[src/sv/atcpc_pkg.sv]
package atcpc_pkg;

  // Character codes used by the prefix and character-class checks
  localparam logic [7:0] CHAR_NUL = 8'h00;
  localparam logic [7:0] CHAR_LF  = 8'h0A;
  localparam logic [7:0] CHAR_CR  = 8'h0D;
  localparam logic [7:0] CHAR_A   = 8'h41;
  localparam logic [7:0] CHAR_T   = 8'h54;
  localparam logic [7:0] PRINT_LO = 8'h20;
  localparam logic [7:0] PRINT_HI = 8'h7E;

  // Packet length limit and counter widths
  localparam int unsigned LEN_W = 16;
  localparam logic [LEN_W-1:0] MAX_PACKET_BYTES = 16'hFFFF;
  localparam logic [LEN_W-1:0] RUN_SAT = 16'hFFFF;

  // Reset value of the minimum padded run register
  localparam logic [7:0] MIN_PADDED_RESET = 8'd4;

  // Bit positions in the live-prefix vector
  localparam int unsigned PFX_CRLF   = 0;
  localparam int unsigned PFX_CRCRLF = 1;
  localparam int unsigned PFX_AT     = 2;
  localparam int unsigned PFX_W      = 3;

  // One classification result
  typedef struct packed {
    logic             is_at_command;
    logic             was_padded;
    logic [LEN_W-1:0] command_length;
  } result_t;

  // Printable, CR or LF
  function automatic logic byte_allowed(input logic [7:0] b);
    byte_allowed = (b >= PRINT_LO && b <= PRINT_HI) || b == CHAR_LF || b == CHAR_CR;
  endfunction

endpackage

[src/sv/at_command_packet_classifier.sv]
// AT command packet classifier.
// Input channel (in_valid/in_ready): one packet byte per transfer, with
// in_last_byte set on the final byte. Result channel (out_valid/out_ready):
// one result per packet, sent after its final byte; other bytes give none.
// Configuration: cfg_wr_en writes cfg_wr_data to min_padded_chars at the
// clock edge; write it only while no packet is in flight.
// Throughput: one byte per cycle unless a final byte waits for the result
// register. The packet state is updated by a single pass of flag and
// counter logic between the input register and the result register.
// Result path: the transfer of the final byte loads the input register,
// and the result register loads from there once it is free.
// Reset (rst_n low, synchronous): packet state clears, both pipeline
// registers empty, min_padded_chars returns to 4.
// Receiver stall: the result register holds its transfer; bytes that give
// no result keep flowing, and a final byte waits in the input register,
// with in_ready low, until the result register frees.
module at_command_packet_classifier #(
  parameter logic [atcpc_pkg::LEN_W-1:0] MAX_PACKET_BYTES = atcpc_pkg::MAX_PACKET_BYTES
) (
  input  logic        clk,
  input  logic        rst_n,
  input  logic        in_valid,
  output logic        in_ready,
  input  logic [7:0]  in_data_byte,
  input  logic        in_last_byte,
  output logic        out_valid,
  input  logic        out_ready,
  output logic        out_is_at_command,
  output logic        out_was_padded,
  output logic [15:0] out_command_length,
  input  logic        cfg_wr_en,
  input  logic [7:0]  cfg_wr_data
);

  logic [7:0]         min_padded_r;
  logic               s1_valid_r;
  logic [7:0]         s1_data_r;
  logic               s1_last_r;
  logic               out_valid_r;
  atcpc_pkg::result_t out_r;
  atcpc_pkg::result_t result;
  logic               out_free;
  logic               s1_go;

  // Configuration register
  always_ff @(posedge clk) begin
    if (!rst_n) begin
      min_padded_r <= atcpc_pkg::MIN_PADDED_RESET;
    end else if (cfg_wr_en) begin
      min_padded_r <= cfg_wr_data;
    end
  end

  // Advance the input stage when its byte needs no result slot or one is free
  assign out_free = !out_valid_r || out_ready;
  assign s1_go    = s1_valid_r && (!s1_last_r || out_free);
  assign in_ready = !s1_valid_r || s1_go;

  // Input register
  always_ff @(posedge clk) begin
    if (!rst_n) begin
      s1_valid_r <= 1'b0;
    end else if (in_ready) begin
      s1_valid_r <= in_valid;
    end
  end

  always_ff @(posedge clk) begin
    if (in_ready && in_valid) begin
      s1_data_r <= in_data_byte;
      s1_last_r <= in_last_byte;
    end
  end

  atcpc_tracker #(
    .MAX_PACKET_BYTES (MAX_PACKET_BYTES)
  ) u_tracker (
    .clk              (clk),
    .rst_n            (rst_n),
    .step             (s1_go),
    .data_byte        (s1_data_r),
    .last_byte        (s1_last_r),
    .min_padded_chars (min_padded_r),
    .result           (result)
  );

  // Result register: load on a final byte, drop on transfer
  always_ff @(posedge clk) begin
    if (!rst_n) begin
      out_valid_r <= 1'b0;
    end else if (s1_go && s1_last_r) begin
      out_valid_r <= 1'b1;
    end else if (out_ready) begin
      out_valid_r <= 1'b0;
    end
  end

  always_ff @(posedge clk) begin
    if (s1_go && s1_last_r) begin
      out_r <= result;
    end
  end

  assign out_valid          = out_valid_r;
  assign out_is_at_command  = out_r.is_at_command;
  assign out_was_padded     = out_r.was_padded;
  assign out_command_length = out_r.command_length;

endmodule

[src/sv/atcpc_tracker.sv]
module atcpc_tracker #(
  parameter logic [atcpc_pkg::LEN_W-1:0] MAX_PACKET_BYTES = atcpc_pkg::MAX_PACKET_BYTES
) (
  input  logic                        clk,
  input  logic                        rst_n,
  input  logic                        step,
  input  logic [7:0]                  data_byte,
  input  logic                        last_byte,
  input  logic [7:0]                  min_padded_chars,
  output atcpc_pkg::result_t          result
);

  logic [atcpc_pkg::LEN_W-1:0] byte_index_r, byte_index_nxt;
  logic [atcpc_pkg::PFX_W-1:0] prefix_alive_r, prefix_alive_nxt;
  logic                        run_broken_r, run_broken_nxt;
  logic [atcpc_pkg::LEN_W-1:0] run_len_r, run_len_nxt;
  logic                        tail_zero_r, tail_zero_nxt;
  logic                        overflow_r, overflow_nxt;
  logic                        matched;

  // Per-byte update of the packet state
  always_comb begin
    prefix_alive_nxt = prefix_alive_r;
    if (byte_index_r == atcpc_pkg::LEN_W'(0)) begin
      if (data_byte != atcpc_pkg::CHAR_CR) begin
        prefix_alive_nxt[atcpc_pkg::PFX_CRLF]   = 1'b0;
        prefix_alive_nxt[atcpc_pkg::PFX_CRCRLF] = 1'b0;
      end
      if (data_byte != atcpc_pkg::CHAR_A) prefix_alive_nxt[atcpc_pkg::PFX_AT] = 1'b0;
    end else if (byte_index_r == atcpc_pkg::LEN_W'(1)) begin
      if (data_byte != atcpc_pkg::CHAR_LF) prefix_alive_nxt[atcpc_pkg::PFX_CRLF] = 1'b0;
      if (data_byte != atcpc_pkg::CHAR_CR) prefix_alive_nxt[atcpc_pkg::PFX_CRCRLF] = 1'b0;
      if (data_byte != atcpc_pkg::CHAR_T) prefix_alive_nxt[atcpc_pkg::PFX_AT] = 1'b0;
    end else if (byte_index_r == atcpc_pkg::LEN_W'(2)) begin
      if (data_byte != atcpc_pkg::CHAR_LF) prefix_alive_nxt[atcpc_pkg::PFX_CRCRLF] = 1'b0;
    end

    // Grow the leading allowed run until the first disallowed byte
    run_broken_nxt = run_broken_r;
    run_len_nxt    = run_len_r;
    if (!run_broken_r) begin
      if (atcpc_pkg::byte_allowed(data_byte)) begin
        if (run_len_r != atcpc_pkg::RUN_SAT) run_len_nxt = run_len_r + 1'b1;
      end else begin
        run_broken_nxt = 1'b1;
      end
    end
    tail_zero_nxt = tail_zero_r && !(run_broken_nxt && data_byte != atcpc_pkg::CHAR_NUL);

    // Count bytes, flag oversize packets
    overflow_nxt   = overflow_r;
    byte_index_nxt = byte_index_r;
    if (byte_index_r >= MAX_PACKET_BYTES) overflow_nxt = 1'b1;
    else byte_index_nxt = byte_index_r + 1'b1;
  end

  // Classify at the final byte
  always_comb begin
    matched = (prefix_alive_nxt[atcpc_pkg::PFX_CRLF]   && byte_index_nxt >= atcpc_pkg::LEN_W'(2)) ||
              (prefix_alive_nxt[atcpc_pkg::PFX_CRCRLF] && byte_index_nxt >= atcpc_pkg::LEN_W'(3)) ||
              (prefix_alive_nxt[atcpc_pkg::PFX_AT]     && byte_index_nxt >= atcpc_pkg::LEN_W'(2));
    result = '0;
    if (matched && !overflow_nxt) begin
      if (run_broken_nxt) begin
        if (run_len_nxt > {8'd0, min_padded_chars} && tail_zero_nxt) begin
          result.is_at_command  = 1'b1;
          result.was_padded     = 1'b1;
          result.command_length = run_len_nxt;
        end
      end else begin
        result.is_at_command  = 1'b1;
        result.command_length = byte_index_nxt;
      end
    end
  end

  // Hold state between bytes, clear it after the final byte
  always_ff @(posedge clk) begin
    if (!rst_n || (step && last_byte)) begin
      byte_index_r   <= '0;
      prefix_alive_r <= '1;
      run_broken_r   <= 1'b0;
      run_len_r      <= '0;
      tail_zero_r    <= 1'b1;
      overflow_r     <= 1'b0;
    end else if (step) begin
      byte_index_r   <= byte_index_nxt;
      prefix_alive_r <= prefix_alive_nxt;
      run_broken_r   <= run_broken_nxt;
      run_len_r      <= run_len_nxt;
      tail_zero_r    <= tail_zero_nxt;
      overflow_r     <= overflow_nxt;
    end
  end

endmodule

[config.mk]
export PLATFORM = sky130hd
export DESIGN_NAME = at_command_packet_classifier
export DESIGN_NICKNAME = d
export VERILOG_FILES = /design/src/sv/atcpc_pkg.sv /design/src/sv/at_command_packet_classifier.sv /design/src/sv/atcpc_tracker.sv
export SDC_FILE = /design/constraint.sdc
export NUM_CORES = 1
export LEC_CHECK = 0
export ABC_AREA = 1
export BUFFER_PORTS_ARGS = -buffer_cell sky130_fd_sc_hd__buf_2
export CAP_MARGIN = 20
export CELL_PAD_IN_SITES_DETAIL_PLACEMENT = 0
export CELL_PAD_IN_SITES_GLOBAL_PLACEMENT = 1
export CORE_MARGIN = 3
export CORE_UTILIZATION = 23
export DETAILED_ROUTE_END_ITERATION = 6
export GPL_ROUTABILITY_DRIVEN = 1
export GPL_TIMING_DRIVEN = 0
export PLACE_DENSITY = 0.53
export SYNTH_ARGS = -nofsm -noshare
export SYNTH_HDL_FRONTEND = slang
export SYNTH_HIERARCHICAL = 1
export SYNTH_SLANG_ARGS = --single-unit
[constraint.sdc]
create_clock -name clk -period 3.1 [get_ports clk]
set_clock_uncertainty 0.1 [all_clocks]
set_input_delay 0.155 -clock clk [delete_from_list [all_inputs] [get_ports clk]]
set_output_delay 0.155 -clock clk [all_outputs]
set_load 0.005 [all_outputs]
==> metrics.yaml, run 1 <==
status: "finished, violations left"
violations: "setup timing"
wl_mm: 14.8
tritoncts: "built"
post_drt_wl_per_cell_um: 14.7
finalInstanceArea_um2: 6150
syn_inst: 643
slew_viol_final: 0
swShare_pct: 29.6
fin_crit_sh_pct: 108
p_clk_share_pct: 39.2
synthDistinctLibCells: 42
clk_path_buf_depth: 2
synth_nets: 678
vias: 4503
die_h_um: 149
route.detailed.drc: 0
ant_nets: 0
p_sw_uw: 809
insertion_delay_ps: 340
ir_drop_uv: 264
cellPowerDensity_nw_per_um2: 445
grt_pass1_vias: 4481
startpoint_type: "register"
diodes: 0
finalPower_uw: 2740
ios: 42
worst_pin_slew_ps: 826
critPathArrivalTime_ps: 3340
p_leak_uw: 0.00275
period_needed_ps: 3340
synth.avg_cell_area_um2: 7.29
start_util_pct: 23.8
worstPathRequired_ps: 3090
post-dp-hpwl_mm: 11.0
final-setup-viol-count: 18
dr.pass1.iters: 4
core_area_um2: 19700
hp-class: "in2reg"
clock_sink_count: 75
drive_above_1_share_pct: 24.1
drtIter0Drc: 263
critPathMaxFanout: 8
fmax_ghz: 0.299
io_buffers: 41
grt_overflow_total: 0
setup_ws_ps: -241
dpl-instance-area_um2: 5240
fin_nets: 773
max_cap_viol_count: 0
grtUsageTotal_pct: 13.9
die_area_um2: 22100
gp_congestion: 0.843
num_rows: 51
grt_pass1_wl_mm: 23.8
htree_levels: 3
yosys_warnings: 6
drt-vias-per-instance: 4.47
layout_common_cells: "nand2_1, inv_1, nor2_1"
synth_top_area_share_pct: 20.5
cts-root-buf: "clkbuf_16"
final_util_pct: 31.2
yosys-top-cells-area: "dfxtp_1, edfxtp_1, nand2_1"
synth_area_um2: 4690
rsz0062_at_grt: "true"
grt_max_degree: 19
area_growth_pct: 31.3
max_slew_margin_pct: 44.9
post-synth-top-area-cell: "dfxtp_1"
yosysSeqAreaShare_pct: 37.8
hold_viol: 0
worst_setup_path_end_kind: "register"
grt_antenna_before_repair: 0
cts_buffers: 9
worstSetupPathType: "reg2reg"
synth_seq_cells: 75
intPower_uw: 1930
die_w_um: 149
p_comb_share_pct: 19.4
layout_commonest_cell: "nand2_1"
path_clk_slew_ps: 60
p_seq_share_pct: 41.4
fin_setup_tns_ps: -3280
Yosys cell counts (all sizes together):
cell type / n
nand3b: 3
edfxtp: 27
xnor2: 2
nor3: 10
a21oi: 44
xor2: 17
clkinv: 2
a21boi: 2
a211o: 1
nand3: 41
o21ai: 39
or2: 2
o211ai: 9
nand4: 32
clkbuf: 11
nand2: 137
o21bai: 1
ha: 13
buf: 8
inv: 95
a211oi: 5
dfxtp: 48
nor2: 94
sequential cells by signal, summed over array words and instances (netlist names), 3 cells and up:
signal / cells
min_padded_r: 8
out_command_length: 16
s1_data_r: 8
u_tracker/byte_index_r: 16
u_tracker/prefix_alive_r: 3
u_tracker/run_len_r: 16
final timing paths:
kind         slack (ps)  cells past startpoint                                 end                                from
max                -240                     20    out_command_length[14]$_DFFE_PP_              s1_data_r[5]$_DFFE_PP_
min                  30                      4             s1_valid_r$_SDFFE_PN0P_                           out_ready
max reg2reg        -240                     20    out_command_length[14]$_DFFE_PP_              s1_data_r[5]$_DFFE_PP_
min reg2reg         370                      1  u_tracker/tail_zero_r$_SDFFE_PP1P_  u_tracker/tail_zero_r$_SDFFE_PP1P_
what timing repair did:
item	CTS	global route
pin swaps	21	13
setup endpoints to repair	18	18
cloned	1	0
hold endpoints to repair	18	0
buffers inserted	20	4
hold buffers	18	0
resized for setup	47	8
critical path: stages (launching register included):
cell	delay (ps)
edfxtp_1	410
nor2_2	160
nand2_2	100
nor2_2	120
nor2_2	60
nand2_4	90
nand3_4	180
nor2_4	180
xor2_4	220
ha_4	240
a21oi_2	130
o211ai_1	90
nand2_1	60
nand3_1	70
o21ai_2	110
nand3_1	120
nor2_2	190
nand2_4	110
buf_4	170
nand4_1	100
a21oi_2	60
logic make-up after synthesis:
group / synth area share (%)
AO/OA/AOI/OAI: 12.9
XOR/XNOR: 3.87
adder cells (fa/ha/maj): 3.47
buffers and inverters: 9.90
flip-flops: 37.8
AND/OR/NAND/NOR: 32.1
power by group through the flow:
| stage | clock network [uW] | logic [uW] | registers [uW] |
|---|---|---|---|
| 2_1_floorplan | 0 | 310 | 1140 |
| 3_3_place_gp | 0 | 438 | 1150 |
| 3_5_place_dp | 0 | 443 | 1150 |
| 4_1_cts | 1100 | 521 | 1130 |
| 5_1_grt | 1150 | 594 | 1140 |
| 6_report | 1070 | 530 | 1130 |
routing by layer:
layer / global-route usage, % / vias up / routed length, um / share of wire (%)
met2: 22.7 / 104 / 6740 / 46
met1: 18.7 / 2089 / 7260 / 49
li1: - / 2295 / - / -
met4: 4.39 / 0 / 218 / 1.5
met5: 0 / - / 0 / 0
met3: 2.31 / 15 / 570 / 3.9
stage by stage:
stage	worst slack, ps	hold WS [ps]	instances
detailed placement	-808	233	949
finish	-241	34.6	1008
global placement	-780	231	949
CTS	-201	16.1	1004
floorplan	33.2	154	643
global route	-430	58.1	1008
area by class of cell:
| class | instances | area [um^2] |
|---|---|---|
| multi-input combinational | 452 | 2700 |
| clock buffer | 12 | 246 |
| fill | 2135 | 13600 |
| inverter | 97 | 369 |
| buffer | 19 | 104 |
| clock inverter | 4 | 51.3 |
| tap | 265 | 332 |
| sequential | 75 | 1780 |
| timing repair buffer | 84 | 573 |
Power figures use the tool's default switching activity.
==> inputs of run 2 (changes only) <==
--- a/config.mk
+++ b/config.mk
@@ -15,7 +15,7 @@
 export DETAILED_ROUTE_END_ITERATION = 6
 export GPL_ROUTABILITY_DRIVEN = 1
 export GPL_TIMING_DRIVEN = 0
-export PLACE_DENSITY = 0.53
+export PLACE_DENSITY_LB_ADDON = 0.05
 export SYNTH_ARGS = -nofsm -noshare
 export SYNTH_HDL_FRONTEND = slang
 export SYNTH_HIERARCHICAL = 1
==> metrics.yaml, run 2 (synthesis gave the netlist of run 1 again) <==
status: "finished, violations left"
violations: "setup timing"
grt_antenna_before_repair: 0  # unchanged
startpoint_type: "register"
hp-class: "in2reg"
cts_buffers: 9  # unchanged
swShare_pct: 29.4  # -0.12 points
final_cells: 1010  # +0.20%
slew_viol_final: 0  # unchanged
hold_viol: 0  # unchanged
wl_mm: 15.7  # +6.2%
diodes: 0  # unchanged
ant_nets: 0  # unchanged
ios: 42  # unchanged
tritoncts: "built"
start_util_pct: 23.8  # unchanged
area_growth_pct: 31.7
critPathMaxFanout: 7  # -1
fin_crit_sh_pct: 107  # -0.72 points
path_clk_slew_ps: 60  # about the same
worst_setup_path_end_kind: "register"
intPower_uw: 1930  # +0.30%
io_buffers: 41  # unchanged
cellPowerDensity_nw_per_um2: 444  # -0.23%
p_seq_share_pct: 41.4  # about the same
gp_congestion: 0.768  # -9.0%
die_h_um: 149  # unchanged
worstPathRequired_ps: 3080  # about the same
p_clk_share_pct: 38.7  # -0.5 points
route.detailed.drc: 0  # unchanged
hold_ws_ps: 15.7  # -18.9 ps
dpl.cell_count: 949  # unchanged
drt-vias-per-instance: 4.37  # -2.1%
p_leak_uw: 0.00277  # +0.83%
post_drt_wl_per_cell_um: 15.5  # +6.0%
post-dp-hpwl_mm: 11.9  # +8.5%
grt_max_degree: 19  # unchanged
insertion_delay_ps: 330  # about the same
die_w_um: 149  # unchanged
period_needed_ps: 3320  # -22.2 ps
htree_levels: 3  # unchanged
rsz0062_at_grt: "true"
grtUsageTotal_pct: 14.6  # +0.79 points
setup_ws_ps: -219  # +22.2 ps
core_area_um2: 19700  # unchanged
worst_pin_slew_ps: 763  # -62.7 ps
final-setup-viol-count: 18  # unchanged
grt_overflow_total: 0  # unchanged
vias: 4417  # -1.9%
drtIter0Drc: 242  # -8.0%
drive_above_1_share_pct: 24.7  # +0.61 points
cts-root-buf: "clkbuf_16"
fin_nets: 775  # +0.26%
critPathArrivalTime_ps: 3300  # -40 ps
grt_pass1_vias: 4478  # -0.067%
num_rows: 51  # unchanged
layout_common_cells: "nand2_1, inv_1, nor2_1"
p_comb_share_pct: 19.9  # +0.5 points
max_cap_viol_count: 0  # unchanged
layout_commonest_cell: "nand2_1"
dr.pass1.iters: 4  # unchanged
worstSetupPathType: "reg2reg"
ir_drop_uv: 248  # -6.1%
grt_pass1_wl_mm: 24.6  # +3.3%
clock_sink_count: 75  # unchanged
fmax_ghz: 0.301  # +0.67%
max_slew_margin_pct: 49.1  # +4.2 points
p_sw_uw: 807  # -0.26%
die_area_um2: 22100  # unchanged
clk_path_buf_depth: 2  # unchanged
==> run 2: changes by cell type in the layout (fill, tap and decap cells not counted), sizes merged <==
cell,delta
clkinv,+1
buf,+1
==> run 2: power groups by stage <==
stage	clock network (uW)	registers, uW	logic [uW]
2_1_floorplan	0	1140	310
3_3_place_gp	0	1150	448
3_5_place_dp	0	1150	450
4_1_cts	1110	1130	522
5_1_grt	1150	1140	614
6_report	1060	1130	547
==> run 2: final cells by class <==
cell class              instances  area, um^2
plain buffers                  19         106
clock buffers                  11         243
clock inverters                 5        52.6
fillers                      2158       13500
inverters                      97         367
multi-input cells             452        2700
flip-flops and latches         75        1780
well taps                     265         332
repair buffers                 86         601
==> run 2: critical path: stages (launching register included) <==
cell and delay, ps:
edfxtp_1 400, nor2_2 160, nand2_2 90, nor2_2 140, nor2_2 70, nand2_4 100, nand3_4 180, nor2_2 170
xor2_2 250, ha_1 300, buf_4 140, nand3b_1 80, nand3_2 100, o21ai_4 100, nand3_2 110, nor2_4 140
nand2_4 90, buf_6 150, nand4_1 110, a21oi_2 70
==> run 2: worst paths after layout <==
kind                                                          from                                  to  slack (ps)  depth (start not counted)
worst max-delay path                        s1_data_r[4]$_DFFE_PP_    out_command_length[13]$_DFFE_PP_        -220                         19
worst min-delay path                                     out_ready             s1_valid_r$_SDFFE_PN0P_          20                          4
worst max register to register              s1_data_r[4]$_DFFE_PP_    out_command_length[13]$_DFFE_PP_        -220                         19
worst min register to register  u_tracker/tail_zero_r$_SDFFE_PP1P_  u_tracker/tail_zero_r$_SDFFE_PP1P_         360                          1
==> run 2: metrics by stage <==
stage / setup TNS, ps / total power (uW) / instance area, um^2 / setup WS [ps] / util [%]
2_1_floorplan: 0 / 1450 / 4700 / 33.2 / -
3_3_place_gp: -15470 / 1600 / 5240 / -939 / 26.6
3_5_place_dp: -14560 / 1600 / 5240 / -892 / 26.6
4_1_cts: -3520 / 2760 / 6050 / -227 / 30.7
5_1_grt: -6760 / 2910 / 6180 / -423 / 31.3
6_report: -3310 / 2740 / 6180 / -219 / 31.3
==> run 2: layer usage <==
layer  routed length [um]  vias to the layer above  global-route usage [%]  share of wire [%]
met5                    0                        -                       0                  0
met4                  211                        0                    4.58                1.3
met3                  472                       14                    1.85                3.0
met2                 7180                       80                    23.8                 46
met1                 7840                     2034                    20.4                 50
li1                     -                     2289                       -                  -
==> run 2: timing repair <==
item | in CTS | in global routing
resized for setup | 36 | 21
pin swaps | 20 | 24
setup buffers | 21 | 5
hold endpoints to repair | 18 | 0
hold buffers | 18 | 0
gates cloned | 1 | 0
setup endpoints to repair | 18 | 18
==> inputs of run 3 (changes only) <==
--- a/config.mk
+++ b/config.mk
@@ -10,7 +10,7 @@
 export CAP_MARGIN = 20
 export CELL_PAD_IN_SITES_DETAIL_PLACEMENT = 0
 export CELL_PAD_IN_SITES_GLOBAL_PLACEMENT = 1
-export CORE_MARGIN = 3
+export CORE_MARGIN = 5
 export CORE_UTILIZATION = 23
 export DETAILED_ROUTE_END_ITERATION = 6
 export GPL_ROUTABILITY_DRIVEN = 1
==> metrics.yaml, run 3 (synthesis gave the netlist of run 1 again) <==
worstPathRequired_ps: 3090  # about the same
regArea_um2: 1780  # about the same
rsz0062_at_grt: "true"
start_util_pct: 23.2  # -0.53 points
grt_antenna_before_repair: 0  # unchanged
cellPowerDensity_nw_per_um2: 442  # -0.32%
critPathMaxFanout: 8  # +1
violations: "setup timing"
core_area_um2: 20200  # +2.3%
io_buffers: 41  # unchanged
holdCritStartpoint: "out_ready"
ios: 42  # unchanged
die_h_um: 153  # +2.7%
htree_levels: 3  # unchanged
grt_pass1_wl_mm: 25.4  # +3.2%
drive_above_1_share_pct: 25.2  # +0.50 points
finalPower_uw: 2740  # -0.18%
r2r-start: "s1_data_r[4]$_DFFE_PP_"
max_cap_viol_count: 0  # unchanged
dpl.cell_count: 954  # +0.53%
worst_pin_slew_ps: 747  # -16.0 ps
area_growth_pct: 31.9
critPathArrivalTime_ps: 3220  # -80 ps
r2r_end: "out_command_length[13]$_DFFE_PP_"
route.detailed.drc: 0  # unchanged
final_cells: 1016  # +0.59%
path_clk_slew_ps: 60  # about the same
worst_setup_path_end_kind: "register"
setup_ws_ps: -129  # +89.4 ps
ant_nets: 0  # unchanged
clock_sink_count: 75  # unchanged
max_slew_margin_pct: 50.1  # +1.0 points
final-setup-viol-count: 18  # unchanged
grt_pass1_vias: 4487  # +0.20%
tritoncts: "built"
grtUsageTotal_pct: 13.9  # -0.75 points
dr.pass1.iters: 4  # unchanged
post-dp-hpwl_mm: 12.0  # +0.42%
die_area_um2: 23300  # +5.4%
slew_viol_final: 0  # unchanged
cts-root-buf: "clkbuf_16"
layout_commonest_cell: "nand2_1"
fin_nets: 776  # +0.13%
drt-vias-per-instance: 4.39  # +0.44%
r2r_cells: 21  # +2
hold_ws_ps: 26.3  # +10.6 ps
fin_crit_sh_pct: 104  # -2.9 points
ir_drop_uv: 258  # +4.2%
fillerInstances: 2251  # +4.3%
wl_mm: 16.0  # +1.6%
gp_congestion: 0.784  # +2.1%
insertion_delay_ps: 340  # about the same
drtIter0Drc: 180  # -26%
grt_max_degree: 19  # unchanged
die_w_um: 153  # +2.7%
rrSetupSlack_ps: -130  # +90 ps
min_to: "s1_valid_r$_SDFFE_PN0P_"
diodes: 0  # unchanged
hold_viol: 0  # unchanged
p_leak_uw: 0.00277  # about the same
hp-class: "in2reg"
status: "finished, violations left"
period_needed_ps: 3230  # -89.4 ps
finalInstanceArea_um2: 6180  # +0.14%
grt_overflow_total: 0  # unchanged
num_rows: 52  # +2.0%
fmax_ghz: 0.310  # +2.8%
layout_common_cells: "nand2_1, inv_1, nor2_1"
cts_buffers: 9  # unchanged
post_drt_wl_per_cell_um: 15.7  # +0.99%
dpl-instance-area_um2: 5250  # +0.12%
worstSetupPathType: "reg2reg"
clk_path_buf_depth: 2  # unchanged
startpoint_type: "register"
vias: 4463  # +1.0%
multi_input_area_um2: 2700  # about the same
hold_depth: 4  # unchanged
## run 3: per-layer routing
metal  global-route usage [%]  part of all wire (%)  wire length (um)
met1                     19.2                    49              7890
met2                     22.6                    46              7310
met3                     2.27                   3.5               561
met4                     3.73                   1.2               192
met5                        0                     0                 0
## run 3: cell type report
cell class,count,area share [%]
Multi-Input combinational cell,452,43.7
Sequential cell,75,28.8
Timing Repair Buffer,87,9.75
Inverter,97,5.97
Tap cell,270,5.46
Clock buffer,13,4.05
Buffer,19,1.72
Clock inverter,3,0.627
## run 3: how the worst max path moves through the flow
stage                                        startpoint                               end  slack [ps]  cells after the start
global placement    u_tracker/run_len_r[0]$_SDFFE_PP0P_  out_command_length[13]$_DFFE_PP_        -900                     18
CTS                              s1_data_r[0]$_DFFE_PP_  out_command_length[13]$_DFFE_PP_        -200                     22
global route                     s1_data_r[4]$_DFFE_PP_   out_command_length[9]$_DFFE_PP_        -370                     21
floorplan           u_tracker/run_len_r[0]$_SDFFE_PP0P_   out_command_length[6]$_DFFE_PP_          30                     19
detailed placement  u_tracker/run_len_r[0]$_SDFFE_PP0P_  out_command_length[13]$_DFFE_PP_        -910                     18
finish                           s1_data_r[4]$_DFFE_PP_  out_command_length[13]$_DFFE_PP_        -130                     21
## run 3: power by group
| group | switching, uW | internal (uW) | leakage, uW | total [uW] |
|---|---|---|---|---|
| sequential | 55.1 | 1080 | 0.000653 | 1130 |
| combinational | 334 | 206 | 0.00198 | 540 |
| clock | 420 | 643 | 0.000141 | 1060 |
| total | 809 | 1930 | 0.00277 | 2740 |
## run 3: worst max-delay path: stages, from the launching register on
cell and delay [ps]:
edfxtp_1 420, nor2_2 140, nand2_2 100, nor2_4 130, nor2_2 50, nand2_4 90
nand3_4 160, inv_6 130, nand2_2 70, xnor2_2 190, ha_1 290, nand3_2 100
o211ai_1 90, nand2_1 90, nand3_2 80, o21ai_4 80, nand3_2 100, nor2_4 140
nand2_4 110, buf_6 150, nand4_1 100, a21oi_2 60
## run 3: per-stage QoR
| stage | utilization [%] | TNS, ps | setup WS (ps) |
|---|---|---|---|
| global route | 30.7 | -5730 | -366 |
| floorplan | - | 0 | 33.2 |
| detailed placement | 26.0 | -15300 | -915 |
| global placement | 26.0 | -15000 | -896 |
| finish | 30.7 | -1610 | -129 |
| CTS | 29.8 | -2910 | -204 |
## run 3: repair_timing
item / in CTS / in global routing
hold buffers: 18 / 0
cloned: 1 / 0
resized for setup: 34 / 31
endpoints found under the hold margin: 18 / 0
setup buffers: 18 / 9
pin swaps: 20 / 26
setup endpoints to repair: 18 / 18
